[src/hdl/bms_status_frame_parser_unit_macros.svh]
// ----------------------------------------------------------------------------
// Status frame parser assertion macros
// Concurrent assertion wrappers, compiled out when ASSERT_OFF is defined.
// ----------------------------------------------------------------------------
`ifndef BMS_STATUS_FRAME_PARSER_UNIT_MACROS_SVH
`define BMS_STATUS_FRAME_PARSER_UNIT_MACROS_SVH

`ifndef ASSERT_OFF
`define BSFP_ASSERT_IMP(lbl, clk, rst, ante, cons) \
   lbl: assert property (@(posedge clk) disable iff (rst) (ante) |-> (cons)) \
      else $error("bsfp assertion failed");
`define BSFP_ASSERT_NXT(lbl, clk, rst, ante, cons) \
   lbl: assert property (@(posedge clk) disable iff (rst) (ante) |=> (cons)) \
      else $error("bsfp assertion failed");
`else
`define BSFP_ASSERT_IMP(lbl, clk, rst, ante, cons)
`define BSFP_ASSERT_NXT(lbl, clk, rst, ante, cons)
`endif

`endif

[src/hdl/bsfp_pkg.sv]
// ----------------------------------------------------------------------------
// Status frame parser package
// Types, field offsets and signature bytes shared by the parser files.
// ----------------------------------------------------------------------------
package bsfp_pkg;

   localparam int OFF_W = 9;

   localparam logic [7:0] SIG_BYTES [4] = '{8'h55, 8'hAA, 8'hEB, 8'h90};
   localparam logic [2:0] SIG_LEN = 3'd4;

   localparam logic [OFF_W-1:0] OFF_TYPE  = 9'd4;
   localparam logic [OFF_W-1:0] OFF_CELLS = 9'd6;
   localparam logic [OFF_W-1:0] OFF_PACKV = 9'h076;
   localparam logic [OFF_W-1:0] OFF_CURR  = 9'h07E;
   localparam logic [OFF_W-1:0] OFF_TEMP  = 9'h082;
   localparam logic [OFF_W-1:0] OFF_CAP   = 9'h092;

   localparam logic [7:0] FT_CELLS = 8'd2;

   typedef enum logic [2:0] {
      KIND_CELL  = 3'd0,
      KIND_PACKV = 3'd1,
      KIND_CURR  = 3'd2,
      KIND_TEMP  = 3'd3,
      KIND_CAP   = 3'd4,
      KIND_DONE  = 3'd5,
      KIND_TRUNC = 3'd6
   } kind_type;

   typedef struct packed {
      logic [2:0]       sync_count;
      logic             in_frame;
      logic [OFF_W-1:0] byte_offset;
      logic [7:0]       frame_type;
      logic [23:0]      low_bytes;
      logic             cells_active;
      logic [4:0]       cell_counter;
   } state_type;

   typedef struct packed {
      kind_type            kind;
      logic [4:0]          item_index;
      logic signed [31:0]  value;
      logic [7:0]          frame_kind;
   } result_type;

endpackage

[src/hdl/bsfp_channels.sv]
// ----------------------------------------------------------------------------
// Status frame parser channels
// Valid/ready interfaces for the byte input and the decoded result output.
// ----------------------------------------------------------------------------
interface bsfp_req_if;
   logic       valid;
   logic       ready;
   logic [7:0] data_byte;
   logic       buffer_end;

   modport source (output valid, data_byte, buffer_end, input ready);
   modport sink   (input valid, data_byte, buffer_end, output ready);
endinterface

interface bsfp_rsp_if;
   logic               valid;
   logic               ready;
   logic [2:0]         kind;
   logic [4:0]         item_index;
   logic signed [31:0] value;
   logic [7:0]         frame_kind;

   modport source (output valid, kind, item_index, value, frame_kind, input ready);
   modport sink   (input valid, kind, item_index, value, frame_kind, output ready);
endinterface

[src/hdl/bms_status_frame_parser_unit.sv]
// ----------------------------------------------------------------------------
// Battery monitor status frame parser
// Finds signature-framed status frames in a link byte stream and emits the
// decoded cell, pack, current, temperature and capacity fields of cell frames.
// ----------------------------------------------------------------------------
//  channel   direction  payload
//  req_chan  in         data_byte[7:0], buffer_end
//  rsp_chan  out        kind[2:0], item_index[4:0], value[31:0], frame_kind[7:0]
//
//  One byte per cycle while the result is not stalled. A byte is held in the
//  input register and its result is registered in the result register; the
//  combinational decode between them sets the rate and the next frame state.
//  Synchronous active-high reset; the first byte is taken the cycle after.
//  A stalled result holds the decode; the input register still absorbs one byte.
// ----------------------------------------------------------------------------
`include "bms_status_frame_parser_unit_macros.svh"

module bms_status_frame_parser_unit
   import bsfp_pkg::*;
#(
   parameter int FRAME_LEN = 300,
   parameter int MAX_CELLS = 24
) (
   input  logic         clock,
   input  logic         reset,
   bsfp_req_if.sink     req_chan,
   bsfp_rsp_if.source   rsp_chan
);

   localparam state_type STATE_RESET = '{
      sync_count:   3'd0,
      in_frame:     1'b0,
      byte_offset:  '0,
      frame_type:   8'd0,
      low_bytes:    24'd0,
      cells_active: 1'b1,
      cell_counter: 5'd0
   };

   logic       in_valid_ff, in_valid_in;
   logic [7:0] in_byte_ff;
   logic       in_end_ff;
   state_type  state_ff, state_in;
   logic       out_valid_ff, out_valid_in;
   result_type out_ff;
   result_type dec_res;
   logic       dec_emit;
   logic       advance;
   logic       req_take;

   bsfp_decoder #(
      .FRAME_LEN (FRAME_LEN),
      .MAX_CELLS (MAX_CELLS)
   ) u_decoder (
      .cur        (state_ff),
      .data_byte  (in_byte_ff),
      .buffer_end (in_end_ff),
      .nxt        (state_in),
      .emit       (dec_emit),
      .res        (dec_res)
   );

   assign advance        = in_valid_ff && (!out_valid_ff || rsp_chan.ready);
   assign req_chan.ready = !reset && (!in_valid_ff || advance);
   assign req_take       = req_chan.valid && req_chan.ready;

   always_comb begin
      in_valid_in = in_valid_ff;
      if (req_take) begin
         in_valid_in = 1'b1;
      end else if (advance) begin
         in_valid_in = 1'b0;
      end
      out_valid_in = out_valid_ff;
      if (advance) begin
         out_valid_in = dec_emit;
      end else if (rsp_chan.ready) begin
         out_valid_in = 1'b0;
      end
   end

   always_ff @(posedge clock) begin
      if (reset) begin
         in_valid_ff  <= 1'b0;
         out_valid_ff <= 1'b0;
         state_ff     <= STATE_RESET;
      end else begin
         in_valid_ff  <= in_valid_in;
         out_valid_ff <= out_valid_in;
         if (advance) begin
            state_ff <= state_in;
         end
      end
   end

   always_ff @(posedge clock) begin
      if (req_take) begin
         in_byte_ff <= req_chan.data_byte;
         in_end_ff  <= req_chan.buffer_end;
      end
      if (advance && dec_emit) begin
         out_ff <= dec_res;
      end
   end

   assign rsp_chan.valid      = out_valid_ff;
   assign rsp_chan.kind       = out_ff.kind;
   assign rsp_chan.item_index = out_ff.item_index;
   assign rsp_chan.value      = out_ff.value;
   assign rsp_chan.frame_kind = out_ff.frame_kind;

   `BSFP_ASSERT_NXT(a_end_closes_frame, clock, reset,
      advance && dec_emit && (dec_res.kind == KIND_DONE || dec_res.kind == KIND_TRUNC),
      !state_ff.in_frame)
   `BSFP_ASSERT_IMP(a_offset_in_frame, clock, reset, state_ff.in_frame,
      state_ff.byte_offset >= OFF_TYPE && state_ff.byte_offset < OFF_W'(FRAME_LEN))
   `BSFP_ASSERT_IMP(a_sync_below_len, clock, reset, !state_ff.in_frame,
      state_ff.sync_count < SIG_LEN)
   `BSFP_ASSERT_IMP(a_cell_index_range, clock, reset,
      out_valid_ff && out_ff.kind == KIND_CELL, out_ff.item_index < 5'(MAX_CELLS))

endmodule

[src/hdl/bsfp_decoder.sv]
// ----------------------------------------------------------------------------
// Status frame parser byte decoder
// Signature search, frame offset tracking and field decode for one byte.
// ----------------------------------------------------------------------------
module bsfp_decoder
   import bsfp_pkg::*;
#(
   parameter int FRAME_LEN = 300,
   parameter int MAX_CELLS = 24
) (
   input  state_type  cur,
   input  logic [7:0] data_byte,
   input  logic       buffer_end,
   output state_type  nxt,
   output logic       emit,
   output result_type res
);

   localparam logic [OFF_W-1:0] LAST_OFF = OFF_W'(FRAME_LEN - 1);
   localparam logic [OFF_W-1:0] CELL_END = OFF_W'(6 + 2 * MAX_CELLS);

   logic [2:0]       sc;
   logic [7:0]       ftype;
   logic [15:0]      w16;
   logic [31:0]      w32;
   logic [OFF_W-1:0] off;
   logic [OFF_W-1:0] temp_rel;

   assign off      = cur.byte_offset;
   assign w16      = {data_byte, cur.low_bytes[23:16]};
   assign w32      = {data_byte, cur.low_bytes};
   assign temp_rel = off - OFF_TEMP;

   always_comb begin
      nxt            = cur;
      emit           = 1'b0;
      sc             = cur.sync_count;
      ftype          = cur.frame_type;
      res.kind       = KIND_DONE;
      res.item_index = '0;
      res.value      = '0;
      res.frame_kind = cur.frame_type;
      if (!cur.in_frame) begin
         if (cur.sync_count < SIG_LEN && data_byte == SIG_BYTES[cur.sync_count[1:0]]) begin
            sc = cur.sync_count + 3'd1;
         end else begin
            sc = (data_byte == SIG_BYTES[0]) ? 3'd1 : 3'd0;
         end
         if (sc == SIG_LEN && !buffer_end) begin
            nxt.in_frame     = 1'b1;
            nxt.byte_offset  = OFF_TYPE;
            nxt.frame_type   = '0;
            nxt.low_bytes    = '0;
            nxt.cells_active = 1'b1;
            nxt.cell_counter = '0;
            sc               = 3'd0;
         end
         nxt.sync_count = buffer_end ? 3'd0 : sc;
      end else begin
         if (off == OFF_TYPE) begin
            ftype = data_byte;
         end
         nxt.frame_type = ftype;
         res.frame_kind = ftype;
         if (off >= LAST_OFF) begin
            emit     = 1'b1;
            res.kind = KIND_DONE;
         end else if (buffer_end) begin
            emit     = 1'b1;
            res.kind = KIND_TRUNC;
         end else if (ftype == FT_CELLS && off[0]) begin
            if (off >= OFF_CELLS && off < CELL_END) begin
               if (cur.cells_active) begin
                  if (w16 == 16'h0) begin
                     nxt.cells_active = 1'b0;
                  end else begin
                     emit             = 1'b1;
                     res.kind         = KIND_CELL;
                     res.item_index   = cur.cell_counter;
                     res.value        = {16'h0, w16};
                     nxt.cell_counter = cur.cell_counter + 5'd1;
                  end
               end
            end else if (off == OFF_PACKV + 9'd1) begin
               emit      = 1'b1;
               res.kind  = KIND_PACKV;
               res.value = {16'h0, w16};
            end else if (off == OFF_CURR + 9'd1) begin
               emit      = 1'b1;
               res.kind  = KIND_CURR;
               res.value = {{16{w16[15]}}, w16};
            end else if (off >= OFF_TEMP && off < OFF_TEMP + 9'd6) begin
               emit           = 1'b1;
               res.kind       = KIND_TEMP;
               res.item_index = temp_rel[5:1];
               res.value      = {16'h0, w16};
            end else if (off == OFF_CAP + 9'd3) begin
               emit      = 1'b1;
               res.kind  = KIND_CAP;
               res.value = w32;
            end
         end
         nxt.low_bytes = {data_byte, cur.low_bytes[23:8]};
         if (emit && (res.kind == KIND_DONE || res.kind == KIND_TRUNC)) begin
            nxt.in_frame    = 1'b0;
            nxt.sync_count  = 3'd0;
            nxt.byte_offset = '0;
         end else begin
            nxt.byte_offset = off + 9'd1;
         end
      end
   end

endmodule
[src/flat_wrapper.sv]
// flat-port wrapper written by rule: the top's interface ports become plain ports
module bms_status_frame_parser_unit_flat import bsfp_pkg::*;
#(
   parameter int FRAME_LEN = 300,
   parameter int MAX_CELLS = 24
)
  (clock, reset, req_chan_valid, req_chan_data_byte, req_chan_buffer_end, req_chan_ready, rsp_chan_valid, rsp_chan_kind, rsp_chan_item_index, rsp_chan_value, rsp_chan_frame_kind, rsp_chan_ready);
  bsfp_req_if req_chan_i ();
  bsfp_rsp_if rsp_chan_i ();
  input  logic clock;
  input  logic reset;
  input wire logic [$bits(req_chan_i.valid)-1:0] req_chan_valid;
  input wire logic [$bits(req_chan_i.data_byte)-1:0] req_chan_data_byte;
  input wire logic [$bits(req_chan_i.buffer_end)-1:0] req_chan_buffer_end;
  output wire logic [$bits(req_chan_i.ready)-1:0] req_chan_ready;
  output wire logic [$bits(rsp_chan_i.valid)-1:0] rsp_chan_valid;
  output wire logic [$bits(rsp_chan_i.kind)-1:0] rsp_chan_kind;
  output wire logic [$bits(rsp_chan_i.item_index)-1:0] rsp_chan_item_index;
  output wire logic [$bits(rsp_chan_i.value)-1:0] rsp_chan_value;
  output wire logic [$bits(rsp_chan_i.frame_kind)-1:0] rsp_chan_frame_kind;
  input wire logic [$bits(rsp_chan_i.ready)-1:0] rsp_chan_ready;
  assign req_chan_i.valid = req_chan_valid;
  assign req_chan_i.data_byte = req_chan_data_byte;
  assign req_chan_i.buffer_end = req_chan_buffer_end;
  assign req_chan_ready = req_chan_i.ready;
  assign rsp_chan_valid = rsp_chan_i.valid;
  assign rsp_chan_kind = rsp_chan_i.kind;
  assign rsp_chan_item_index = rsp_chan_i.item_index;
  assign rsp_chan_value = rsp_chan_i.value;
  assign rsp_chan_frame_kind = rsp_chan_i.frame_kind;
  assign rsp_chan_i.ready = rsp_chan_ready;
  bms_status_frame_parser_unit #(.FRAME_LEN(FRAME_LEN), .MAX_CELLS(MAX_CELLS)) u_core (.clock(clock), .reset(reset), .req_chan(req_chan_i), .rsp_chan(rsp_chan_i));
endmodule
[config.mk]
export PLATFORM = sky130hd
export DESIGN_NAME = bms_status_frame_parser_unit_flat
export DESIGN_NICKNAME = d
export VERILOG_FILES = /design/src/hdl/bsfp_pkg.sv /design/src/hdl/bsfp_channels.sv /design/src/hdl/bms_status_frame_parser_unit.sv /design/src/hdl/bsfp_decoder.sv /design/src/flat_wrapper.sv
export VERILOG_INCLUDE_DIRS = /design/src /design/src/hdl
export SDC_FILE = /design/constraint.sdc
export NUM_CORES = 1
export LEC_CHECK = 0
export BUFFER_PORTS_ARGS = -buffer_cell sky130_fd_sc_hd__buf_4
export CAP_MARGIN = 20
export CORE_ASPECT_RATIO = 0.75
export CORE_UTILIZATION = 57
export DETAILED_ROUTE_END_ITERATION = 12
export PLACE_DENSITY = 0.79
export RECOVER_POWER = 25
export SKIP_CTS_REPAIR_TIMING = 1
export SLEW_MARGIN = 10
export SYNTH_ARGS = -nofsm -noshare
export SYNTH_HDL_FRONTEND = slang
export SYNTH_SLANG_ARGS = --single-unit
export TNS_END_PERCENT = 100
[constraint.sdc]
create_clock -name clock -period 5.86 [get_ports clock]
set_input_delay 0.293 -clock clock [delete_from_list [all_inputs] [get_ports clock]]
set_output_delay 0.293 -clock clock [all_outputs]
set_load 0.01 [all_outputs]
# After elaboration in Yosys (flattened, before gate mapping)
# Cells that the tools add are included.
# W data, S select, Z words.
# classes
add_sub_neg	4
magnitude_cmp	7
eq_ne	17
muxes	55
bitwise	3
n_reduce_logical	26
# op_table
op	count
$mux W40	4
$mux W32	4
$mux W51	1
$mux W48	1
$mux W8	5
$mux W3	10
$mux W6	5
$mux W5	4
$eq A9 B7 Y1 const B	2
$mux W1	18
$bmux W8 S2	1
$logic_not A16 Y1	1
$ne A2 B2 Y1 const B	7
$logic_and A1 B1 Y1	10
$add A9 B1 Y9 const B	1
$eq A3 B3 Y1 const B	3
$eq A9 B3 Y1 const B	1
$eq A9 B8 Y1 const B	1
$ge A9 B3 Y1 const B	1
$ge A9 B8 Y1 const B	1
$ge A9 B9 Y1 const B	1
$lt A9 B6 Y1 const B	1
$lt A9 B8 Y1 const B	1
$mux W9	1
18 further kinds	27
# word_totals
reg_bits	110
inputBits	13
out_inout_bits	50
elab_cells	127

# Logic depth before layout (Yosys ltp)
# Gate-level depths: netlist (run 1).
# logic_depth
word_depth	15
depth_mapped	10
depth_no_buf	8

# Modules after synthesis
# From an unflattened synthesis (run 1), not the netlist that was laid out.
# hier_totals
cells_unflattened	623
hier_area_um2	6264.8
# by_module_without_submodules
module	instances	cells_each	area_per_inst_um2	seq_area_each_um2
bms_status_frame_parser_unit	1	290	4139.0	2772.7
bsfp_decoder	1	333	2125.8	0.0

# Worst setup path before layout (run 1)
# Ideal clock, no wire load.
# synth_timing
path_kind	register to register
startpoint	reg u_core.state_ff[43] (netlist bit)
endpoint	reg u_core.out_ff (netlist bit u_core.rsp_chan.frame_kind[0]) (enable)
setup_time_ns	0.469
t_arrival_ns	4.002
required_time_ns	5.391
slack_ns	1.388
path_stages_with_launch	8
n_path_buf	2
period_less_slack_ns	4.472
path_cell_list	dfxtp_1 -> clkbuf_1 -> nand3_1 -> nor4_1 -> or3_1 -> clkbuf_1 -> o211ai_1 -> a21oi_1
# synth_between
elab_chain_len	12
elab_cells_between_ends	26
classes_between	order compare (5); eq/ne (5); mux (12); reduce/logical (4)
# synth_lines
element	line_no	source
from (decl)	bms_status_frame_parser_unit.sv:43	state_type state_ff, state_in;
from (signal assigned)	bms_status_frame_parser_unit.sv:91	state_ff <= state_in;
$ge A9 B8 Y1, or another cell as far along	bsfp_decoder.sv:92	end else if (off >= OFF_TEMP && off < OFF_TEMP + 9'd6) begin
$logic_and A1 B1 Y1 or $mux W1 (tied branches)	bsfp_decoder.sv:92, bsfp_decoder.sv:97	
$mux W1	bsfp_decoder.sv:92	
$mux W1	bsfp_decoder.sv:88	end else if (off == OFF_CURR + 9'd1) begin
$mux W1	bsfp_decoder.sv:84	end else if (off == OFF_PACKV + 9'd1) begin
$mux W1	bsfp_decoder.sv:72	if (off >= OFF_CELLS && off < CELL_END) begin
$mux W1	bsfp_decoder.sv:71	end else if (ftype == FT_CELLS && off[0]) begin
$mux W1	bsfp_decoder.sv:68	end else if (buffer_end) begin
$mux W1 *	bsfp_decoder.sv:65	if (off >= LAST_OFF) begin
$mux W1 * (2 in series)	bsfp_decoder.sv:43	if (!cur.in_frame) begin
$logic_and A1 B1 Y1 *	bms_status_frame_parser_unit.sv:101	if (advance && dec_emit) begin
to (signal assigned)	bms_status_frame_parser_unit.sv:102	out_ff <= dec_res;
to (decl)	bms_status_frame_parser_unit.sv:45	result_type out_ff;
# Every way passes the cells marked *; elsewhere a longest branch is shown, timed or not. The select of a mux whose other input is x is not followed.
# A chain may end at the register's enable or synchronous reset.

# Worst setup path after layout (run 1)
# layout_timing
startpoint	reg u_core.state_ff[38] (netlist bit)
endpoint	reg u_core.out_ff (netlist bit u_core.rsp_chan.frame_kind[7]) (enable)
# The elaborated chain is that of the path after synthesis.

==> results of run 1 <==
## cell families after synthesis
family	after synthesis
AOI/OAI and AO/OA	110
xor gates and xnor gates	9
adders and majority gates	10
buffers and inverters	46
DFF	110
muxes	11
and+or+nand+nor	182
## final timing paths
check	startpoint	endpoint	slack, ps	depth (start not counted)
hold / removal	req_chan_data_byte[3]	u_core.in_byte_ff[3]	140	1
hold reg to reg	u_core.state_ff[49]	u_core.state_ff[49]	480	2
setup reg to reg	u_core.state_ff[38]	u_core.rsp_chan.frame_kind[7]	2540	7
setup / recovery	u_core.state_ff[38]	u_core.rsp_chan.frame_kind[7]	2540	7
## worst max-delay path, cell delays in order, from the launching register on
cell and delay (ps):
dfxtp_1 530, ha_1 290, nand2_1 100, nor4_1 420
or3_1 620, o211ai_1 260, a21oi_4 190, buf_4 520
## cells in the final DEF, fill, tap and decap left out, types with 4 or more instances in the layout
| master | n |
|---|---|
| nand3_1 | 12 |
| dfxtp_1 | 53 |
| nand4_1 | 5 |
| and2_1 | 4 |
| clkbuf_16 | 9 |
| buf_4 | 11 |
| nand2b_1 | 6 |
| clkbuf_1 | 45 |
| nor2_1 | 79 |
| mux2_2 | 9 |
| ha_1 | 10 |
| nor4_1 | 4 |
| a21oi_1 | 30 |
| a22oi_1 | 52 |
| inv_6 | 4 |
| nand2_1 | 34 |
| or4_1 | 4 |
| nor3_1 | 9 |
| inv_1 | 11 |
| edfxtp_1 | 57 |
| clkbuf_4 | 9 |
| xnor2_1 | 7 |
## sequential cells by signal, summed over array words and instances (netlist names)
name	cells
u_core.rsp_chan.item_index	5
u_core.state_ff	51
u_core.rsp_chan.kind	3
u_core.rsp_chan.frame_kind	8
u_core.rsp_chan.value	32
u_core.in_end_ff	1
u_core.in_valid_ff	1
u_core.in_byte_ff	8
u_core.rsp_chan.valid	1
## power groups by stage
stage	logic [mW]	registers [mW]	clock network [mW]
after floorplan	0.0185	0.828	0
after global placement	0.0236	0.838	0
after detailed placement	0.0242	0.838	0
after CTS	0.0244	0.820	0.589
after global routing	0.0261	0.822	0.617
final	0.0243	0.822	0.585
## cell usage after synthesis (3+ instances only)
cell type / number
o21bai_1: 3
o31ai_1: 3
or4_1: 4
xnor2_1: 7
nor4_1: 4
edfxtp_1: 57
nor3_1: 9
nand2_1: 34
nand2b_1: 6
inv_1: 11
and2_1: 4
nand3_1: 12
nand4_1: 5
nand4b_1: 3
ha_1: 10
buf_2: 5
nor2b_1: 3
dfxtp_1: 53
clkbuf_1: 28
a22oi_1: 52
nor2_1: 79
mux2_2: 9
o21ai_0: 3
a211oi_1: 3
or3_1: 3
a21oi_1: 31
## per-stage QoR
stage	setup WS [ps]	instance area (um^2)	std cells
2_1_floorplan	1390	4920	478
3_3_place_gp	2680	5410	612
3_5_place_dp	2490	5410	612
4_1_cts	2480	5690	628
5_1_grt	2360	5530	629
6_report	2540	5530	629
## area by class of cell
type / instances / area, um^2 / area share (%)
Clock buffer: 10 / 229 / 4.14
Clock inverter: 6 / 51.3 / 0.927
Inverter: 11 / 41.3 / 0.746
Multi-Input combinational cell: 322 / 1980 / 35.8
Sequential cell: 110 / 2770 / 50.1
Tap cell: 105 / 131 / 2.38
Timing Repair Buffer: 65 / 327 / 5.90
## metal layers
layer	up-vias	wire (um)	track usage, %
li1	1830	-	-
met1	1869	5040	37.3
met3	21	1130	5.34
met2	233	5260	41.9
met5	-	0	0
met4	0	141	9.07
==> results.sh, run 1 <==
export IMPL_outcome="completed"
export IMPL_fin_nets=542
export IMPL_ios=63
export IMPL_cts_max_level=3
export IMPL_syn_nets=501
export IMPL_synth_cells=478
export IMPL_synthSimpleGateAreaFrac_pct=18.0
export IMPL_drc=0
export IMPL_die_area_mm2=0.00901
export IMPL_async_flop_share_pct=0
export IMPL_crit_type="register to register"
export IMPL_die_y_um=82.5
export IMPL_insertedDiodeCount=0
export IMPL_grt_pass1_vias=3608
export IMPL_ant_nets=0
export IMPL_die_w_um=109
export IMPL_power_share_clock_pct=40.9
export IMPL_final_util_pct=68.1
export IMPL_holdWs_ps=144
export IMPL_max_cap_violations=0
export IMPL_ir_drop_mv=0.171
export IMPL_cts_sinks=110
export IMPL_cts_tree="yes"
export IMPL_synth_area_leaders="edfxtp_1 (35%), dfxtp_1 (22%), a22oi_1 (7.9%)"
export IMPL_finalCritPeriodShare_pct=56.6
export IMPL_num_rows=28
export IMPL_drive_gt1_share_pct=10.1
export IMPL_grt_overflow_total=0
export IMPL_rsz0062_at_grt="no"
export IMPL_hold_class="input pin to register"
export IMPL_power_density_mw_per_mm2=259
export IMPL_fillCellCount=650
export IMPL_worst_pin_slew_ps=1090
export IMPL_clk_pin_slew_ps=70
export IMPL_slew_violations=0
export IMPL_portBuffers=62
export IMPL_synth_top_area_share_pct=34.8
export IMPL_arrival_ps=3300
export IMPL_fin_crit_ps=3320
export IMPL_synth_compound_area_share_pct=15.2
export IMPL_power_mw=1.43
export IMPL_initial_core_util_pct=60.5
export IMPL_synth_top_family_by_area="simple AND/OR/NAND/NOR gates"
export IMPL_power_frac_comb_pct=1.7
export IMPL_antenna_found_initial=0
export IMPL_fmax_mhz=301
export IMPL_power_switching_uw=316
export IMPL_p_sw_share_pct=22.1
export IMPL_drt_iter0_markers=346
export IMPL_end_kind="register"
export IMPL_worstPathRequired_ps=5840
export IMPL_root_buffer="clkbuf_16"
export IMPL_yosysTopAreaCell="edfxtp_1"
export IMPL_routabilityCongestion=0.871
export IMPL_cts_made_buffers=9
export IMPL_finalClockSkew_ps=10.3
export IMPL_synth_cell_types=55
export IMPL_synth_area_mm2=0.00492
export IMPL_synth_avg_cell_area_um2=10.3
export IMPL_pwr_share_seq_pct=57.4
export IMPL_worst_path_max_fanout=48
export IMPL_grt_max_degree=49
export IMPL_synth_ff_type="edfxtp_1"
export IMPL_num_vias=3953
export IMPL_fin_tns_setup_ps=0
export IMPL_synthMuxAreaShare_pct=2.72
export IMPL_grt_pass1_wl_um=18100
export IMPL_slew_headroom_pct=27.4
export IMPL_clock_path_buffers=2
export IMPL_synth_seq_cells=110
export IMPL_ys_warn_count=0
export IMPL_hold_viol_final=0
export IMPL_finalSetupViolations=0
export IMPL_dp_hpwl_um=7670
export IMPL_synth_edf_count=57
export IMPL_detailedRoute_firstPassIterationCount=5
export IMPL_synth_xor_area_share_pct=1.60
export IMPL_yosysSeqAreaShare_pct=56.4
export IMPL_wirelength_um=11600
export IMPL_syn_to_final_growth_pct=12.4
export IMPL_crit_path_start_kind="register"
export IMPL_p_leak_nw=1.86
export IMPL_synth_adder_area_share_pct=2.54
export IMPL_core_mm2=0.00813
export IMPL_via_per_inst=6.28
export IMPL_cell_internal_pwr_mw=1.11
export IMPL_grt_usage_pct=26.7
export IMPL_wl_per_cell_um=18.4
export IMPL_clk_latency_ps=350
No activity file was read; power rests on OpenSTA's default activity.
==> inputs of run 2 (changes only) <==
==> constraint.sdc (replaced) <==
create_clock -name clock -period 3.1 [get_ports clock]
set_input_delay 0.155 -clock clock [delete_from_list [all_inputs] [get_ports clock]]
set_output_delay 0.155 -clock clock [all_outputs]
set_load 0.01 [all_outputs]
==> results.sh, run 2 (synthesis gave the netlist of run 1 again) <==
export IMPL_critical_path_max_stage_delay_ps=620
export IMPL_die_area_mm2=0.00901
export IMPL_fillCellCount=641
export IMPL_end_kind="register"
export IMPL_cp_slowest_cell="or4_1"
export IMPL_fin_nets=559
export IMPL_grt_max_degree=46
export IMPL_layout_commonest_cell="nor2_1"
export IMPL_finalCritPeriodShare_pct=92.6
export IMPL_die_y_um=82.5
export IMPL_fin_crit_ps=2870
export IMPL_hold_viol_final=0
export IMPL_hold_class="input pin to register"
export IMPL_slew_headroom_pct=34.8
export IMPL_insertedDiodeCount=0
export IMPL_clk_latency_ps=350
export IMPL_fin_tns_setup_ps=0
export IMPL_arrival_ps=3160
export IMPL_ios=63
export IMPL_cts_max_level=3
export IMPL_antenna_found_initial=0
export IMPL_num_rows=28
export IMPL_finalSetupViolations=0
export IMPL_grt_overflow_total=0
export IMPL_wl_per_cell_um=18.1
export IMPL_num_vias=3980
export IMPL_ir_drop_mv=0.368
export IMPL_slew_violations=0
export IMPL_worst_pin_slew_ps=966
export IMPL_drc=0
export IMPL_dp_hpwl_um=7810
export IMPL_cts_tree="yes"
export IMPL_p_leak_nw=1.95
export IMPL_drive_gt1_share_pct=11.3
export IMPL_routabilityCongestion=0.979
export IMPL_grt_usage_pct=26.9
export IMPL_power_mw=2.80
export IMPL_root_buffer="clkbuf_16"
export IMPL_cts_sinks=110
export IMPL_initial_core_util_pct=60.5
export IMPL_final_cells=645
export IMPL_crit_chain="buf_4 -> nor4_1 -> nand4_1 -> mux2i_4 -> a41oi_1 -> or4_1 -> a21oi_1"
export IMPL_multi_input_area_mm2=0.00198
export IMPL_detailedRoute_firstPassIterationCount=5
export IMPL_worstPathRequired_ps=3390
export IMPL_largest_reg_flops=51
export IMPL_holdWs_ps=31.0
export IMPL_portBuffers=62
export IMPL_cts_made_buffers=9
export IMPL_ant_nets=0
export IMPL_cp_top_family="simple AND/OR/NAND/NOR gates"
export IMPL_regMostFlops="u_core.state_ff"
export IMPL_crit_type="register to register"
export IMPL_grt_pass1_vias=3564
export IMPL_drt_iter0_markers=313
export IMPL_max_cap_violations=0
export IMPL_clk_pin_slew_ps=80
export IMPL_worst_path_max_fanout=11
export IMPL_core_mm2=0.00813
export IMPL_syn_to_final_growth_pct=15.9
export IMPL_crit_path_start_kind="register"
export IMPL_fmax_mhz=348
export IMPL_via_per_inst=6.17
export IMPL_die_w_um=109
export IMPL_wirelength_um=11700
export IMPL_rsz0062_at_grt="no"
export IMPL_clock_path_buffers=2
export IMPL_layout_common_cells="nor2_1 (79), edfxtp_1 (57), dfxtp_1 (53), a22oi_1 (52), clkbuf_1 (44)"
export IMPL_seqCellArea_mm2=0.00277
export IMPL_finalClockSkew_ps=8.78
export IMPL_grt_pass1_wl_um=18200
export IMPL_outcome="completed"
export IMPL_placedCellCount=621
export IMPL_critPathBufInv=1
export IMPL_power_density_mw_per_mm2=491
## run 2: per-stage QoR
| step | util, % | setup slack, ps | area, um^2 |
|---|---|---|---|
| after floorplan | - | 160 | 4930 |
| after global placement | 67.3 | 412 | 5470 |
| after detailed placement | 67.3 | 330 | 5470 |
| after CTS | 71.1 | 306 | 5780 |
| after global routing | 70.1 | 129 | 5700 |
| final | 70.1 | 229 | 5700 |
## run 2: per-layer routing
metal / vias to the layer above / global-route usage, % / share of wire, %
met3: 19 / 5.65 / 8.6
met2: 212 / 38.9 / 44
met1: 1890 / 39.5 / 46
li1: 1859 / - / -
met5: - / 0 / 0
met4: 0 / 10.5 / 1.5
## run 2: power by group
group / switching (mW) / total (mW) / internal (mW)
combinational: 0.0372 / 0.0656 / 0.0284
clock: 0.549 / 1.19 / 0.640
sequential: 0.0177 / 1.54 / 1.53
total: 0.604 / 2.80 / 2.19
## run 2: layout make-up
type                    count  area share (%)
clock buffers               9            3.95
inverters                  11           0.724
multi-input cells         322            34.7
well taps                 105            2.30
flip-flops and latches    110            48.6
repair buffers             82            8.30
clock inverters             6            1.36
## run 2: path summary, 6_finish.rpt
kind	from	to	slack, ps	cells after the start
min	req_chan_valid	u_core.in_valid_ff	30	3
max	u_core.in_byte_ff[3]	u_core.state_ff[3]	230	7
min reg2reg	u_core.state_ff[49]	u_core.state_ff[49]	490	2
max reg2reg	u_core.in_byte_ff[3]	u_core.state_ff[3]	230	7
## run 2: worst register-to-register path, stage by stage (launching register included)
cell and delay (ps):
edfxtp_1 400, buf_4 190, nor4_1 500, nand4_1 220, mux2i_4 260, a41oi_1 460, or4_1 620, a21oi_1 140
==> inputs of run 3 (changes only) <==
--- a/config.mk
+++ b/config.mk
@@ -8,10 +8,12 @@
 export LEC_CHECK = 0
 export BUFFER_PORTS_ARGS = -buffer_cell sky130_fd_sc_hd__buf_4
 export CAP_MARGIN = 20
+export CELL_PAD_IN_SITES_DETAIL_PLACEMENT = 1
+export CELL_PAD_IN_SITES_GLOBAL_PLACEMENT = 1
 export CORE_ASPECT_RATIO = 0.75
-export CORE_UTILIZATION = 57
+export CORE_UTILIZATION = 45
 export DETAILED_ROUTE_END_ITERATION = 12
-export PLACE_DENSITY = 0.79
+export PLACE_DENSITY_LB_ADDON = 0.1
 export RECOVER_POWER = 25
 export SKIP_CTS_REPAIR_TIMING = 1
 export SLEW_MARGIN = 10
==> results.sh, run 3 (synthesis gave the netlist of run 1 again) <==
export IMPL_worst_pin_slew_ps=939
export IMPL_drc=0
export IMPL_cts_sinks=110
export IMPL_holdWs_ps=26.0
export IMPL_max_cap_violations=0
export IMPL_clk_pin_slew_ps=70
export IMPL_slew_violations=0
export IMPL_root_buffer="clkbuf_16"
export IMPL_crit_type="register to register"
export IMPL_p_leak_nw=1.96
export IMPL_fmax_mhz=352
export IMPL_end_kind="register"
export IMPL_layout_common_cells="nor2_1 (79), edfxtp_1 (57), dfxtp_1 (53), a22oi_1 (52), clkbuf_1 (44)"
export IMPL_portBuffers=62
export IMPL_initial_core_util_pct=47.1
export IMPL_placed_area_mm2=0.00555
export IMPL_grt_pass1_vias=3947
export IMPL_drt_iter0_markers=278
export IMPL_cts_tree="yes"
export IMPL_grt_usage_pct=24.7
export IMPL_wirelength_um=13600
export IMPL_ir_drop_mv=0.324
export IMPL_rsz0062_at_grt="no"
export IMPL_crit_path_start_kind="register"
export IMPL_clock_path_buffers=2
export IMPL_grt_overflow_total=0
export IMPL_pwr_share_seq_pct=55.5
export IMPL_cell_internal_pwr_mw=2.13
export IMPL_layout_commonest_cell="nor2_1"
export IMPL_antenna_found_initial=0
export IMPL_syn_to_final_growth_pct=17.3
export IMPL_core_mm2=0.0105
export IMPL_power_density_mw_per_mm2=480
export IMPL_outcome="completed"
export IMPL_finalClockSkew_ps=12.2
export IMPL_via_per_inst=5.92
export IMPL_largest_reg_flops=51
export IMPL_hold_viol_final=0
export IMPL_detailedRoute_firstPassIterationCount=4
export IMPL_insertedDiodeCount=0
export IMPL_slew_headroom_pct=36.6
export IMPL_routabilityCongestion=0.820
export IMPL_fin_tns_setup_ps=0
export IMPL_power_share_clock_pct=41.6
export IMPL_power_switching_uw=642
export IMPL_num_rows=32
export IMPL_fin_crit_ps=2840
export IMPL_wl_per_cell_um=20.0
export IMPL_clk_latency_ps=360
export IMPL_finalSetupViolations=0
export IMPL_die_w_um=123
export IMPL_ios=63
export IMPL_p_sw_share_pct=23.2
export IMPL_die_y_um=92.6
export IMPL_hold_class="input pin to register"
export IMPL_worst_path_max_fanout=11
export IMPL_power_frac_comb_pct=2.9
export IMPL_worstPathRequired_ps=3390
export IMPL_cts_max_level=3
export IMPL_grt_pass1_wl_um=21100
export IMPL_drive_gt1_share_pct=12.1
export IMPL_ant_nets=0
export IMPL_finalCritPeriodShare_pct=91.7
export IMPL_final_cells=680
export IMPL_die_area_mm2=0.0114
export IMPL_fin_area_mm2=0.00577
export IMPL_power_mw=2.77
export IMPL_num_vias=4026
export IMPL_fin_nets=562
export IMPL_grt_max_degree=48
export IMPL_dp_hpwl_um=9300
export IMPL_regMostFlops="u_core.state_ff"
export IMPL_placedCellCount=655
export IMPL_arrival_ps=3130
export IMPL_cts_made_buffers=9
-- run 3: cell types whose count changed in the layout (fill, tap and decap cells not counted) --
cell | previous run | this run
bufinv_16 | 1 | 0
buf_4 | 20 | 22
nor4_1 | 4 | 3
buf_12 | 0 | 1
clkinvlp_4 | 1 | 0
clkinv_8 | 0 | 1
inv_4 | 0 | 1
nor4_2 | 2 | 3
inv_6 | 2 | 4
inv_8 | 2 | 1
-- run 3: power groups by stage --
stage	registers [mW]	logic, mW	clock network, mW
finish	1.54	0.0794	1.15
global route	1.54	0.0852	1.22
CTS	1.54	0.0690	1.17
detailed placement	1.57	0.0683	0
global placement	1.57	0.0668	0
floorplan	1.57	0.0355	0
-- run 3: layer usage --
layer | up-vias | global-route usage [%] | part of all wire [%]
li1 | 1872 | - | -
met1 | 2047 | 35.4 | 48
met2 | 93 | 37.8 | 47
met3 | 14 | 4.99 | 3.7
met4 | 0 | 6.50 | 1.1
met5 | - | 0 | 0
-- run 3: metrics by stage --
stage	utilization [%]	worst slack, ps
after floorplan	-	160
after global placement	53.1	323
after detailed placement	53.1	256
after CTS	55.9	227
after global routing	55.2	74.1
final	55.2	256
-- run 3: path summary, 6_finish.rpt --
check | start | depth (start not counted) | end | slack (ps)
setup / recovery | u_core.state_ff[32] | 6 | u_core.state_ff[3] | 260
hold / removal | req_chan_valid | 3 | u_core.in_valid_ff | 30
setup reg to reg | u_core.state_ff[32] | 6 | u_core.state_ff[3] | 260
hold reg to reg | u_core.state_ff[4] | 2 | u_core.state_ff[4] | 490
-- run 3: final cells by class --
class                   instances  area [um^2]
repair buffers                 85          508
flip-flops and latches        110         2770
clock buffers                   9          225
fillers                      1167         4680
well taps                     136          170
clock inverters                 7         68.8
inverters                      11         41.3
multi-input cells             322         1990
-- run 3: worst max-delay path, stage by stage, from the launching register on --
cell and delay, ps:
dfxtp_1 320, or4_1 540, or4_4 450, mux2i_4 260
a41oi_1 460, or4_1 610, a21oi_1 150
